===== config.mk =====
export PLATFORM = sky130hd
export DESIGN_NAME = sqrt_braking_velocity_ramp_top
export DESIGN_NICKNAME = d
export VERILOG_FILES = /design/src/sbvr_pkg.sv /design/src/sqrt_braking_velocity_ramp_top.sv
export SDC_FILE = /design/constraint.sdc
export NUM_CORES = 2
export LEC_CHECK = 0
export BUFFER_PORTS_ARGS = -buffer_cell sky130_fd_sc_hd__clkbuf_2
export CORE_ASPECT_RATIO = 0.75
export CORE_MARGIN = 4
export CORE_UTILIZATION = 50
export CTS_BUF_LIST = sky130_fd_sc_hd__clkbuf_16
export DETAILED_ROUTE_END_ITERATION = 10
export GPL_ROUTABILITY_DRIVEN = 0
export GPL_TIMING_DRIVEN = 0
export PLACE_DENSITY = 0.74
export SYNTH_ARGS = -nofsm -noshare
export SYNTH_HDL_FRONTEND = slang
export SYNTH_SLANG_ARGS = --single-unit

===== constraint.sdc =====
create_clock -name i_clk -period 11.3 [get_ports i_clk]
set_input_delay 0.565 -clock i_clk [delete_from_list [all_inputs] [get_ports i_clk]]
set_output_delay 0.565 -clock i_clk [all_outputs]
set_load 0.1 [all_outputs]

===== src/sbvr_pkg.sv =====
// sbvr_pkg: shared types and constants for the square-root braking velocity ramp
// holds the configuration register indexes and the sequencer state encoding
// no dependencies
`default_nettype none

package sbvr_pkg;

    // configuration register index width and register indexes
    localparam int CFG_INDEX_WIDTH = 3;

    localparam logic [CFG_INDEX_WIDTH-1:0] CFG_LIN_MAX = 3'd0;
    localparam logic [CFG_INDEX_WIDTH-1:0] CFG_LIN_MIN = 3'd1;
    localparam logic [CFG_INDEX_WIDTH-1:0] CFG_LIN_ACC = 3'd2;
    localparam logic [CFG_INDEX_WIDTH-1:0] CFG_ANG_MAX = 3'd3;
    localparam logic [CFG_INDEX_WIDTH-1:0] CFG_ANG_MIN = 3'd4;
    localparam logic [CFG_INDEX_WIDTH-1:0] CFG_ANG_ACC = 3'd5;

    // axis selector codes
    localparam logic AXIS_LINEAR  = 1'b0;
    localparam logic AXIS_ANGULAR = 1'b1;

    // sequencer states, one-hot
    typedef enum logic [5:0] {
        S_IDLE = 6'b000001,
        S_MUL  = 6'b000010,
        S_SQRT = 6'b000100,
        S_TGT  = 6'b001000,
        S_DIFF = 6'b010000,
        S_DONE = 6'b100000
    } t_state;

endpackage

`default_nettype wire


===== src/sqrt_braking_velocity_ramp_top.sv =====
// sqrt_braking_velocity_ramp_top: two-axis velocity ramp with square-root braking target
// bit-serial multipliers and a bit-serial restoring square root, one bit per cycle
// depends on sbvr_pkg
//
// usage:
//   input channel (i_in_valid / o_in_stall) carries one word: axis select, error,
//   reverse flag and elapsed time. output channel (o_out_valid / i_out_stall)
//   returns one word per input word: the new axis velocity and a clamp flag.
//   configuration is a plain write port (i_cfg_we, i_cfg_index, i_cfg_data);
//   indexes above the last register are ignored. write only while idle.
// timing:
//   one word is worked on at a time. two shift-add multipliers run together
//   (accel * |error| and accel * elapsed), then the restoring square root forms
//   the root one bit at a time; the S_TGT, S_DIFF and S_DONE states then form the
//   target, ramp step and difference, then the ramp, then the clamp.
// reset: synchronous, active low; both kept velocities clear to zero and the
//   configuration registers take their default values.
// stall: a finished word sits in the output register; the next input word is
//   still taken and worked on, and only its final clamp step waits for the
//   output register to drain.
`default_nettype none

module sqrt_braking_velocity_ramp_top
    import sbvr_pkg::*;
#(
    parameter int VALUE_WIDTH   = 32,
    parameter int FRACTION_BITS = 16
) (
    input  wire logic                        i_clk,
    input  wire logic                        i_rst_n,
    // input channel
    input  wire logic                        i_in_valid,
    output logic                             o_in_stall,
    input  wire logic                        i_cmd,
    input  wire logic signed [VALUE_WIDTH-1:0] i_error,
    input  wire logic                        i_reverse,
    input  wire logic        [VALUE_WIDTH-1:0] i_elapsed,
    // output channel
    output logic                             o_out_valid,
    input  wire logic                        i_out_stall,
    output logic signed [VALUE_WIDTH-1:0]    o_velocity,
    output logic                             o_clamped,
    // configuration write port
    input  wire logic                        i_cfg_we,
    input  wire logic [CFG_INDEX_WIDTH-1:0]  i_cfg_index,
    input  wire logic [VALUE_WIDTH-1:0]      i_cfg_data
);

    localparam int W   = VALUE_WIDTH;
    localparam int F   = FRACTION_BITS;
    localparam int CW  = $clog2(W);
    localparam int PW  = 2 * W + F;
    localparam logic [CW-1:0] LAST_BIT = CW'(W - 1);
    localparam logic signed [W-1:0] VMAXPOS = {1'b0, {(W-1){1'b1}}};

    // configuration registers
    logic signed [W-1:0] r_lin_max, r_lin_min, r_ang_max, r_ang_min;
    logic        [W-2:0] r_lin_acc, r_ang_acc;

    // kept axis velocities
    logic signed [W-1:0] r_lin_vel, r_ang_vel;

    // sequencer
    t_state              r_state, n_state;
    logic [CW-1:0]       r_cnt;
    logic                r_out_valid;

    // datapath
    logic        [2*W-1:0] r_pm;     // error product, then radicand shift register
    logic        [2*W-1:0] r_ps;     // step product
    logic        [W-2:0]   r_acc;
    logic        [W:0]     r_rem;
    logic        [W-1:0]   r_root;
    logic                  r_axis;
    logic                  r_neg;
    logic signed [W-1:0]   r_target;
    logic        [W-2:0]   r_step;
    logic signed [W:0]     r_diff;
    logic signed [W-1:0]   r_vel;
    logic signed [W-1:0]   r_velocity;
    logic                  r_clamped;

    logic in_acc, out_acc, done_go;
    assign in_acc  = i_in_valid && !o_in_stall;
    assign out_acc = r_out_valid && !i_out_stall;
    assign done_go = (r_state == S_DONE) && !(r_out_valid && i_out_stall);

    // magnitude of the incoming error, most negative maps to 2^(W-1)
    logic [W-1:0] mag;
    assign mag = i_error[W-1] ? (~i_error + W'(1)) : i_error;

    // shift-add multiplier steps, one multiplier bit per cycle
    logic [W:0] pm_sum, ps_sum;
    logic [2*W-1:0] pm_next;
    assign pm_sum  = {1'b0, r_pm[2*W-1:W]} + (r_pm[0] ? {2'b00, r_acc} : '0);
    assign ps_sum  = {1'b0, r_ps[2*W-1:W]} + (r_ps[0] ? {2'b00, r_acc} : '0);
    assign pm_next = {pm_sum, r_pm[W-1:1]};

    // restoring square root step, two radicand bits in, one root bit out
    logic [W+1:0] rem_sh, trial;
    logic [W+2:0] sq_sub;
    logic         sq_fit;
    assign rem_sh = {r_rem[W-1:0], r_pm[2*W-1:2*W-2]};
    assign trial  = {r_root, 2'b01};
    assign sq_sub = {1'b0, rem_sh} - {1'b0, trial};
    assign sq_fit = !sq_sub[W+2];

    // target: saturate root, then apply direction
    logic signed [W-1:0] root_sat, target;
    assign root_sat = r_root[W-1] ? VMAXPOS : r_root;
    assign target   = r_neg ? -root_sat : root_sat;

    // ramp step: product scaled down, saturated to the largest positive value
    logic [PW-1:0] ps_ext;
    logic          step_sat;
    assign ps_ext   = {{F{1'b0}}, r_ps};
    assign step_sat = |ps_ext[PW-1:F+W-1];

    // kept velocity and limits of the selected axis
    logic signed [W-1:0] cur, vmax, vmin;
    assign cur  = (r_axis == AXIS_ANGULAR) ? r_ang_vel : r_lin_vel;
    assign vmax = (r_axis == AXIS_ANGULAR) ? r_ang_max : r_lin_max;
    assign vmin = (r_axis == AXIS_ANGULAR) ? r_ang_min : r_lin_min;

    // ramp toward target by at most one step
    logic signed [W:0]   cur_ext, tgt_ext, step_ext, up_sum, dn_sum, diff_sum;
    logic                take_up, take_dn;
    logic signed [W-1:0] ramp_vel;
    assign cur_ext  = {cur[W-1], cur};
    assign tgt_ext  = {target[W-1], target};
    assign step_ext = {2'b00, r_step};
    assign up_sum   = cur_ext + step_ext;
    assign dn_sum   = cur_ext - step_ext;
    assign diff_sum = r_diff + step_ext;
    assign take_up  = r_diff < step_ext;
    assign take_dn  = diff_sum > 0;
    always_comb begin
        if (r_diff > 0) begin
            ramp_vel = take_up ? r_target : up_sum[W-1:0];
        end else begin
            ramp_vel = take_dn ? r_target : dn_sum[W-1:0];
        end
    end

    // clamp, max first
    logic signed [W-1:0] clamp_vel;
    logic                clamp_hit;
    always_comb begin
        if (r_vel > vmax) begin
            clamp_vel = vmax;
            clamp_hit = 1'b1;
        end else if (r_vel < vmin) begin
            clamp_vel = vmin;
            clamp_hit = 1'b1;
        end else begin
            clamp_vel = r_vel;
            clamp_hit = 1'b0;
        end
    end

    // next state
    always_comb begin
        n_state = r_state;
        case (r_state)
            S_IDLE: if (in_acc) begin
                n_state = S_MUL;
            end
            S_MUL: if (r_cnt == LAST_BIT) begin
                n_state = S_SQRT;
            end
            S_SQRT: if (r_cnt == LAST_BIT) begin
                n_state = S_TGT;
            end
            S_TGT:  n_state = S_DIFF;
            S_DIFF: n_state = S_DONE;
            S_DONE: if (done_go) begin
                n_state = S_IDLE;
            end
            default: n_state = S_IDLE;
        endcase
    end

    // control state
    always_ff @(posedge i_clk) begin
        if (!i_rst_n) begin
            r_state     <= S_IDLE;
            r_cnt       <= '0;
            r_out_valid <= 1'b0;
        end else begin
            r_state <= n_state;
            if (r_state == S_MUL || r_state == S_SQRT) begin
                r_cnt <= (r_cnt == LAST_BIT) ? '0 : r_cnt + CW'(1);
            end else begin
                r_cnt <= '0;
            end
            if (done_go) begin
                r_out_valid <= 1'b1;
            end else if (out_acc) begin
                r_out_valid <= 1'b0;
            end
        end
    end

    // configuration registers and kept velocities
    always_ff @(posedge i_clk) begin
        if (!i_rst_n) begin
            r_lin_max <= W'(1) <<< (F - 1);
            r_lin_min <= '0;
            r_lin_acc <= (W-1)'(1) << (F - 1);
            r_ang_max <= W'(1) <<< F;
            r_ang_min <= -(W'(1) <<< F);
            r_ang_acc <= (W-1)'(1) << F;
            r_lin_vel <= '0;
            r_ang_vel <= '0;
        end else begin
            if (i_cfg_we) begin
                case (i_cfg_index)
                    CFG_LIN_MAX: r_lin_max <= i_cfg_data;
                    CFG_LIN_MIN: r_lin_min <= i_cfg_data;
                    CFG_LIN_ACC: r_lin_acc <= i_cfg_data[W-2:0];
                    CFG_ANG_MAX: r_ang_max <= i_cfg_data;
                    CFG_ANG_MIN: r_ang_min <= i_cfg_data;
                    CFG_ANG_ACC: r_ang_acc <= i_cfg_data[W-2:0];
                    default: ;
                endcase
            end
            if (done_go) begin
                if (r_axis == AXIS_ANGULAR) begin
                    r_ang_vel <= clamp_vel;
                end else begin
                    r_lin_vel <= clamp_vel;
                end
            end
        end
    end

    // datapath registers
    always_ff @(posedge i_clk) begin
        case (r_state)
            S_IDLE: if (in_acc) begin
                r_axis <= i_cmd;
                r_neg  <= i_cmd ? i_error[W-1] : i_reverse;
                r_acc  <= i_cmd ? r_ang_acc : r_lin_acc;
                r_pm   <= {{W{1'b0}}, mag};
                r_ps   <= {{W{1'b0}}, i_elapsed};
            end
            S_MUL: begin
                r_ps <= {ps_sum, r_ps[W-1:1]};
                if (r_cnt == LAST_BIT) begin
                    // radicand is twice the product
                    r_pm <= {pm_next[2*W-2:0], 1'b0};
                end else begin
                    r_pm <= pm_next;
                end
                r_rem  <= '0;
                r_root <= '0;
            end
            S_SQRT: begin
                r_pm   <= {r_pm[2*W-3:0], 2'b00};
                r_rem  <= sq_fit ? sq_sub[W:0] : rem_sh[W:0];
                r_root <= {r_root[W-2:0], sq_fit};
            end
            S_TGT: begin
                r_target <= target;
                r_step   <= step_sat ? {(W-1){1'b1}} : ps_ext[F+W-2:F];
                r_diff   <= tgt_ext - cur_ext;
            end
            S_DIFF: begin
                r_vel <= ramp_vel;
            end
            default: ;
        endcase
        if (done_go) begin
            r_velocity <= clamp_vel;
            r_clamped  <= clamp_hit;
        end
    end

    assign o_in_stall  = (r_state != S_IDLE);
    assign o_out_valid = r_out_valid;
    assign o_velocity  = r_velocity;
    assign o_clamped   = r_clamped;

`ifndef NO_ASSERTIONS
    // the multiply phase runs its full bit count before moving on
    a_mul_len: assert property (@(posedge i_clk) disable iff (!i_rst_n)
        (r_state == S_MUL && r_cnt != LAST_BIT) |=> (r_state == S_MUL))
        else $error("multiply phase left early");

    // ramped velocity lies between the kept velocity and the target
    a_ramp_bound: assert property (@(posedge i_clk) disable iff (!i_rst_n)
        (r_state == S_DONE) |->
            ((r_vel >= cur && r_vel <= r_target) || (r_vel <= cur && r_vel >= r_target)))
        else $error("ramp overshoot");

    // a delivered word matches the kept velocity of its axis
    a_state_match: assert property (@(posedge i_clk) disable iff (!i_rst_n)
        done_go |=> (o_velocity == cur))
        else $error("kept velocity differs from output");

    // output valid only rises after the clamp step
    a_valid_src: assert property (@(posedge i_clk) disable iff (!i_rst_n)
        $rose(o_out_valid) |-> $past(r_state == S_DONE))
        else $error("output valid without a finished word");
`endif

endmodule

`default_nettype wire

# Word level (Yosys, flattened, before mapping)
# Cells that the tools add are included.
# Widths: inputs -> output; s select.
dict set report word_totals {
  wordCells 122
  out_inout_bits 35
  register_bits 652
  in_bits 106
}
dict set report op_classes {
  muxes 31
  n_addsub 10
  reduce_logical 29
  order_cmp 5
  n_eq_ne 18
  bitwise 4
}
# operator n
set op_table {}
lappend op_table {{$mux 32} 11}
lappend op_table {{$mux 64} 3}
lappend op_table {{$pmux 64 s3} 1}
lappend op_table {{$pmux 32 s2} 2}
lappend op_table {{$pmux 64 s2} 1}
lappend op_table {{$mux 31} 4}
lappend op_table {{$add 32x31->33} 2}
lappend op_table {{$gt 33x1->1 const B} 2}
lappend op_table {{$pmux 6 s6} 1}
lappend op_table {{$sub 34x34->35} 1}
lappend op_table {{$add 33x32->33} 1}
lappend op_table {{$lt 33x32->1} 1}
lappend op_table {{$sub 32x32->33} 1}
lappend op_table {{$add 32x2->32 const B} 1}
lappend op_table {{$add 32x32->32} 1}
lappend op_table {{$gt 32x32->1} 1}
lappend op_table {{$lt 32x32->1} 1}
lappend op_table {{$neg 31->32} 1}
lappend op_table {{$not 32->32} 1}
lappend op_table {{$sub 32x32->32} 1}
lappend op_table {{$mux 6} 4}
lappend op_table {{$reduce_and 2->1} 11}
lappend op_table {{$reduce_or 17->1} 1}
lappend op_table {{$eq 3x2->1 const B} 2}
lappend op_table {{other kinds (24)} 41}

# Logic depth before layout (Yosys ltp)
dict set report logic_depth {
  depth_word 5
  mapped_depth 25
  depth_no_buf 21
}

# Worst setup path before layout
# Ideal clock, no wire load.
dict set report synth_timing {
  kind {reg2reg}
  startpoint {reg r_state[1]}
  endpoint {reg r_state[0]}
  slack_ns 2.882
  required_ns 11.176
  n_path_buf 0
  arrival_time_ns 8.294
  period_less_slack_ns 8.418
  setup_time_ns 0.124
  stages_incl_launch_ff 6
  cell_sequence {dfxtp_1 -> nor2_1 -> nand2_1 -> nor3b_1 -> nor2_1 -> a311o_1}
}
dict set report synth_between {
  elab_chain_cells 5
  word_cells_on_any_way 16
  classes_between {11 x eq/ne; 1 x mux; 4 x reduce/logical}
}
# element line_no
set synth_lines {}
lappend synth_lines {{start, declared} sqrt_braking_velocity_ramp_top.sv:64} ;# t_state r_state, n_state;
lappend synth_lines {{start signal, assigned} sqrt_braking_velocity_ramp_top.sv:190} ;# r_state <= n_state;
lappend synth_lines {{$ne 6x1->1} sqrt_braking_velocity_ramp_top.sv:279} ;# assign o_in_stall = (r_state != S_IDLE);
lappend synth_lines {{$logic_not 1->1} sqrt_braking_velocity_ramp_top.sv:84} ;# assign in_acc = i_in_valid && !o_in_stall;
lappend synth_lines {{$logic_and 1x1->1} sqrt_braking_velocity_ramp_top.sv:84}
lappend synth_lines {{$ne 2x2->1 (no line)} --}
lappend synth_lines {{$reduce_and 4->1 (no line)} --}
# Parallel ways exist; a longest one is shown, timed or not.
# A chain may end at the register's enable or synchronous reset.

# Worst setup path after layout
dict set report layout_timing {
  startpoint {reg r_axis}
  endpoint {reg r_vel[31] (data pin)}
}
dict set report layout_between {
  elab_chain_cells 4
  word_cells_on_any_way 6
  classes_between {2 x add/sub; 4 x mux}
}
# element line_no
set layout_lines {}
lappend layout_lines {{start, declared} sqrt_braking_velocity_ramp_top.sv:74} ;# logic r_axis;
lappend layout_lines {{start signal, assigned} sqrt_braking_velocity_ramp_top.sv:241} ;# r_axis <= i_cmd;
lappend layout_lines {{$mux 32 (*)} sqrt_braking_velocity_ramp_top.sv:121} ;# assign cur = (r_axis == AXIS_ANGULAR) ? r_ang_vel : r_lin_vel;
lappend layout_lines {{$sub 32x32->32 or $add 32x32->32 (tied branches)} {sqrt_braking_velocity_ramp_top.sv:133, sqrt_braking_velocity_ramp_top.sv:132}}
lappend layout_lines {{$mux 32 (on tied branches)} {sqrt_braking_velocity_ramp_top.sv:141, sqrt_braking_velocity_ramp_top.sv:139}}
lappend layout_lines {{$mux 32 (*)} sqrt_braking_velocity_ramp_top.sv:138} ;# if (r_diff > 0) begin
lappend layout_lines {{named net ramp_vel[31]} sqrt_braking_velocity_ramp_top.sv:128} ;# logic signed [W-1:0] ramp_vel;
lappend layout_lines {{end signal, assigned} sqrt_braking_velocity_ramp_top.sv:269} ;# r_vel <= ramp_vel;
lappend layout_lines {{end, declared} sqrt_braking_velocity_ramp_top.sv:79} ;# logic signed [W-1:0] r_vel;
# Mark *: on every way through the listed nets, which the timed path passes. The rest lies on a longest branch.

==> flow_summary.toml <==
[status]
status = "finished clean"

[synthesis]
ys.flop_type = "edfxtp_1"
syn_inst = 4587
synthXorXnorAreaFrac_pct = 4.760
ys_types = 87
avgSynthCellArea_um2 = 9.072
synth.area.mux_share_pct = 5.731
ys_ff_latch = 652
async_flop_share_pct = 0
synth_top_area_share_pct = 27.85
synth_top_family_by_area = "compound AO/OA/AOI/OAI gates"
synth-simple-area-share_pct = 17.41
synth-seq-area-share_pct = 40.65
synth_area_leaders = "edfxtp_1 28%, dfxtp_1 13%, ha_1 9.2%"
synth_adder_area_share_pct = 9.658
syn-cell-area_um2 = 41610
yosys_warnings = 0
synth_compound_area_share_pct = 17.50
yosysTopAreaCell = "edfxtp_1"
synth-edff-count = 386
synth_nets = 5005

[clock_tree]
cts-buffers-inserted = 67
clk_latency_ps = 630
holdBufCountCts = 0
cts_tree = "yes"
clock-sinks = 652
root_buffer = "clkbuf_16"
clk_pin_slew_ps = 60
htree_levels = 3
clockBufferDepth = 3
postCtsSetupBuffers = 0
cts_resized = 0

[global_routing]
grt_pass1_vias = 33200
grt_pass1_wl_um = 194000
overflow = 0
grt_max_degree = 67
track_usage_pct = 28.16
antenna_found_initial = 5

[timing]
setup_viol = 0
finalCriticalPeriod_ps = 8554
fin_ws_ps = 2746
timing.fmax_mhz = 116.9
hold_viol = 0
skew_ps = 25.27
slew_headroom_pct = 15.13
fin_crit_sh_pct = 75.70
rsz0062_at_grt = "no"
final_max_slew_viol_count = 0
worst_slew_pin_slew_ps = 1272

[placed_design]
port_buffers = 140
placedCellCount = 5859
detailedPlace.worstSlack_ps = 3099
dp_hpwl_um = 99660

[run]
drv_cap = 0

[worst_setup_path]
worstPathBufferInverterCount = 6
worstReg2RegEnd = "r_vel[31]$_DFFE_PN_"
cp_top_family = "buffers and inverters"
crit_arrival_ps = 8980
end_kind = "register"
path_cells = "buf_2 > buf_1 > clkbuf_1 > buf_1 > buf_1 > mux2i_1 > inv_1 > ha_1 > nor2b_1 > o21bai_1 > a2111oi_0 > or3_1 > a31oi_1 > o21bai_1 > o311ai_0 > a31oi_1 > a41o_1 > a21oi_1 > o211ai_1 > xnor2_1 > a22o_1 > a31oi_1"
crit_type = "register to register"
cp.required_ps = 11730
r2r-start = "r_axis$_DFFE_PP_"
r2r_cells = 22
slowest_stage = "buf_1"
worstPathMaxFanout = 10
r2r_setup_slack_ps = 2750
start_kind = "register"
max_stage_delay_ps = 800

[routing]
vias = 36180
ant_nets = 0
vias_per_cell = 6.048
wire_per_inst_um = 21.44
drt_first_iter_violations = 4849
drc_errors = 0
drt-total-wl_um = 128300
dr.pass1.iters = 6

[floorplanning]
io_pins = 141
die_w_um = 341.1
start_util_pct = 50.55
row_count = 91
core_region_area_um2 = 82320
fp.dieArea_um2 = 87950
die_h_um = 257.8

[power]
peakVddDrop_v = 0.0001056
power_density_nw_per_um2 = 141.5
leakagePower_uw = 0.01920

[layout]
layout-drive-gt1-share_pct = 7.790
post-route-util_pct = 56.04
synthToLayoutAreaGrowth_pct = 10.85
reg.largest.list = "r_pm x64, r_ps x64, r_diff x33"
fin_cells = 5983
fill_cells = 7226
layout.nets = 5230

[min_path]
hold_class = "primary input to register"
worstHoldEndpoint = "r_ps[28]$_DFFE_PP_"
min_from = "i_elapsed[28]"
whs_path_depth = 3
[cells in the final DEF, fill, tap and decap left out, drive strengths merged, types with 48 or more instances in the layout]
cell,count
nand2b,136
o21ai,182
nor3,48
nand2,660
o21bai,48
xnor2,137
edfxtp,386
dfxtp,266
clkbuf,397
nor2,328
ha,306
a21oi,445
and2,81
a21o,68
xor2,84
inv,274
o211a,63
mux2,74
nand3,73
mux2i,155
[power breakdown]
| group | switching, uW | internal [uW] |
|---|---|---|
| clock | 990 | 1180 |
| combinational | 943 | 567 |
| sequential | 116 | 2730 |
| total | 2050 | 4480 |
[metal layers]
metal | wire (um) | global-route usage (%)
met1 | 57070 | 42.57
met2 | 52060 | 40.35
met3 | 15970 | 6.737
met4 | 3187 | 6.888
met5 | 17 | 0
[metrics by stage]
stage / TNS, ps / total power (uW) / hold slack [ps] / area [um2]
after floorplan: 0 / 3921 / 417.6 / 41610
after global placement: -84300 / 4319 / 432.4 / 43710
after detailed placement: 0 / 4360 / 441.4 / 44030
after CTS: 0 / 6497 / 184.0 / 46120
after global routing: 0 / 6776 / 209.3 / 46120
final: 0 / 6527 / 203.9 / 46130
[Yosys cell counts, drive strengths merged (74+ instances only)]
cell type	number
and2	81
mux2	74
xnor2	137
xor2	84
o21ai	182
clkbuf	187
nand2	660
a21oi	445
nor2	328
ha	306
dfxtp	266
mux2i	155
nand2b	136
inv	254
edfxtp	386
[worst max-delay path by stage]
| stage | endpoint | cells past startpoint | slack, ps | startpoint |
|---|---|---|---|---|
| after global placement | r_state[4]$_SDFFE_PN0P_ | 4 | -1050 | r_state[5]$_SDFFE_PN0P_ |
| final | r_vel[31]$_DFFE_PN_ | 22 | 2750 | r_axis$_DFFE_PP_ |
| after detailed placement | r_vel[31]$_DFFE_PN_ | 22 | 3100 | r_axis$_DFFE_PP_ |
| after CTS | r_vel[31]$_DFFE_PN_ | 22 | 3040 | r_axis$_DFFE_PP_ |
| after global routing | r_vel[29]$_DFFE_PN_ | 22 | 2550 | r_axis$_DFFE_PP_ |
| after floorplan | r_state[0]$_SDFFE_PN1P_ | 5 | 2880 | r_state[1]$_SDFFE_PN0P_ |
[cell type report]
type | count | area [um2] | area share (%)
Antenna cell | 2 | 5.005 | 0.01085
Timing Repair Buffer | 156 | 963.4 | 2.089
Tap cell | 1116 | 1396 | 3.027
Clock inverter | 52 | 341.6 | 0.7405
Buffer | 217 | 824.5 | 1.787
Multi-Input combinational cell | 3461 | 22970 | 49.79
Sequential cell | 652 | 16920 | 36.67
Clock buffer | 70 | 1752 | 3.797
Inverter | 257 | 964.7 | 2.091
[worst min-delay path, cell delays in order]
cell	delay [ps]
clkbuf_2	70
nand2_1	40
nand2_1	50
[kinds of logic after synthesis]
family / count (synthesis)
compound gates: 1130
xor+xnor: 223
fa+ha+maj: 319
buf+inv: 474
flops: 652
mux: 229
simple gates: 1560
(Power assumes the default switching activity.)
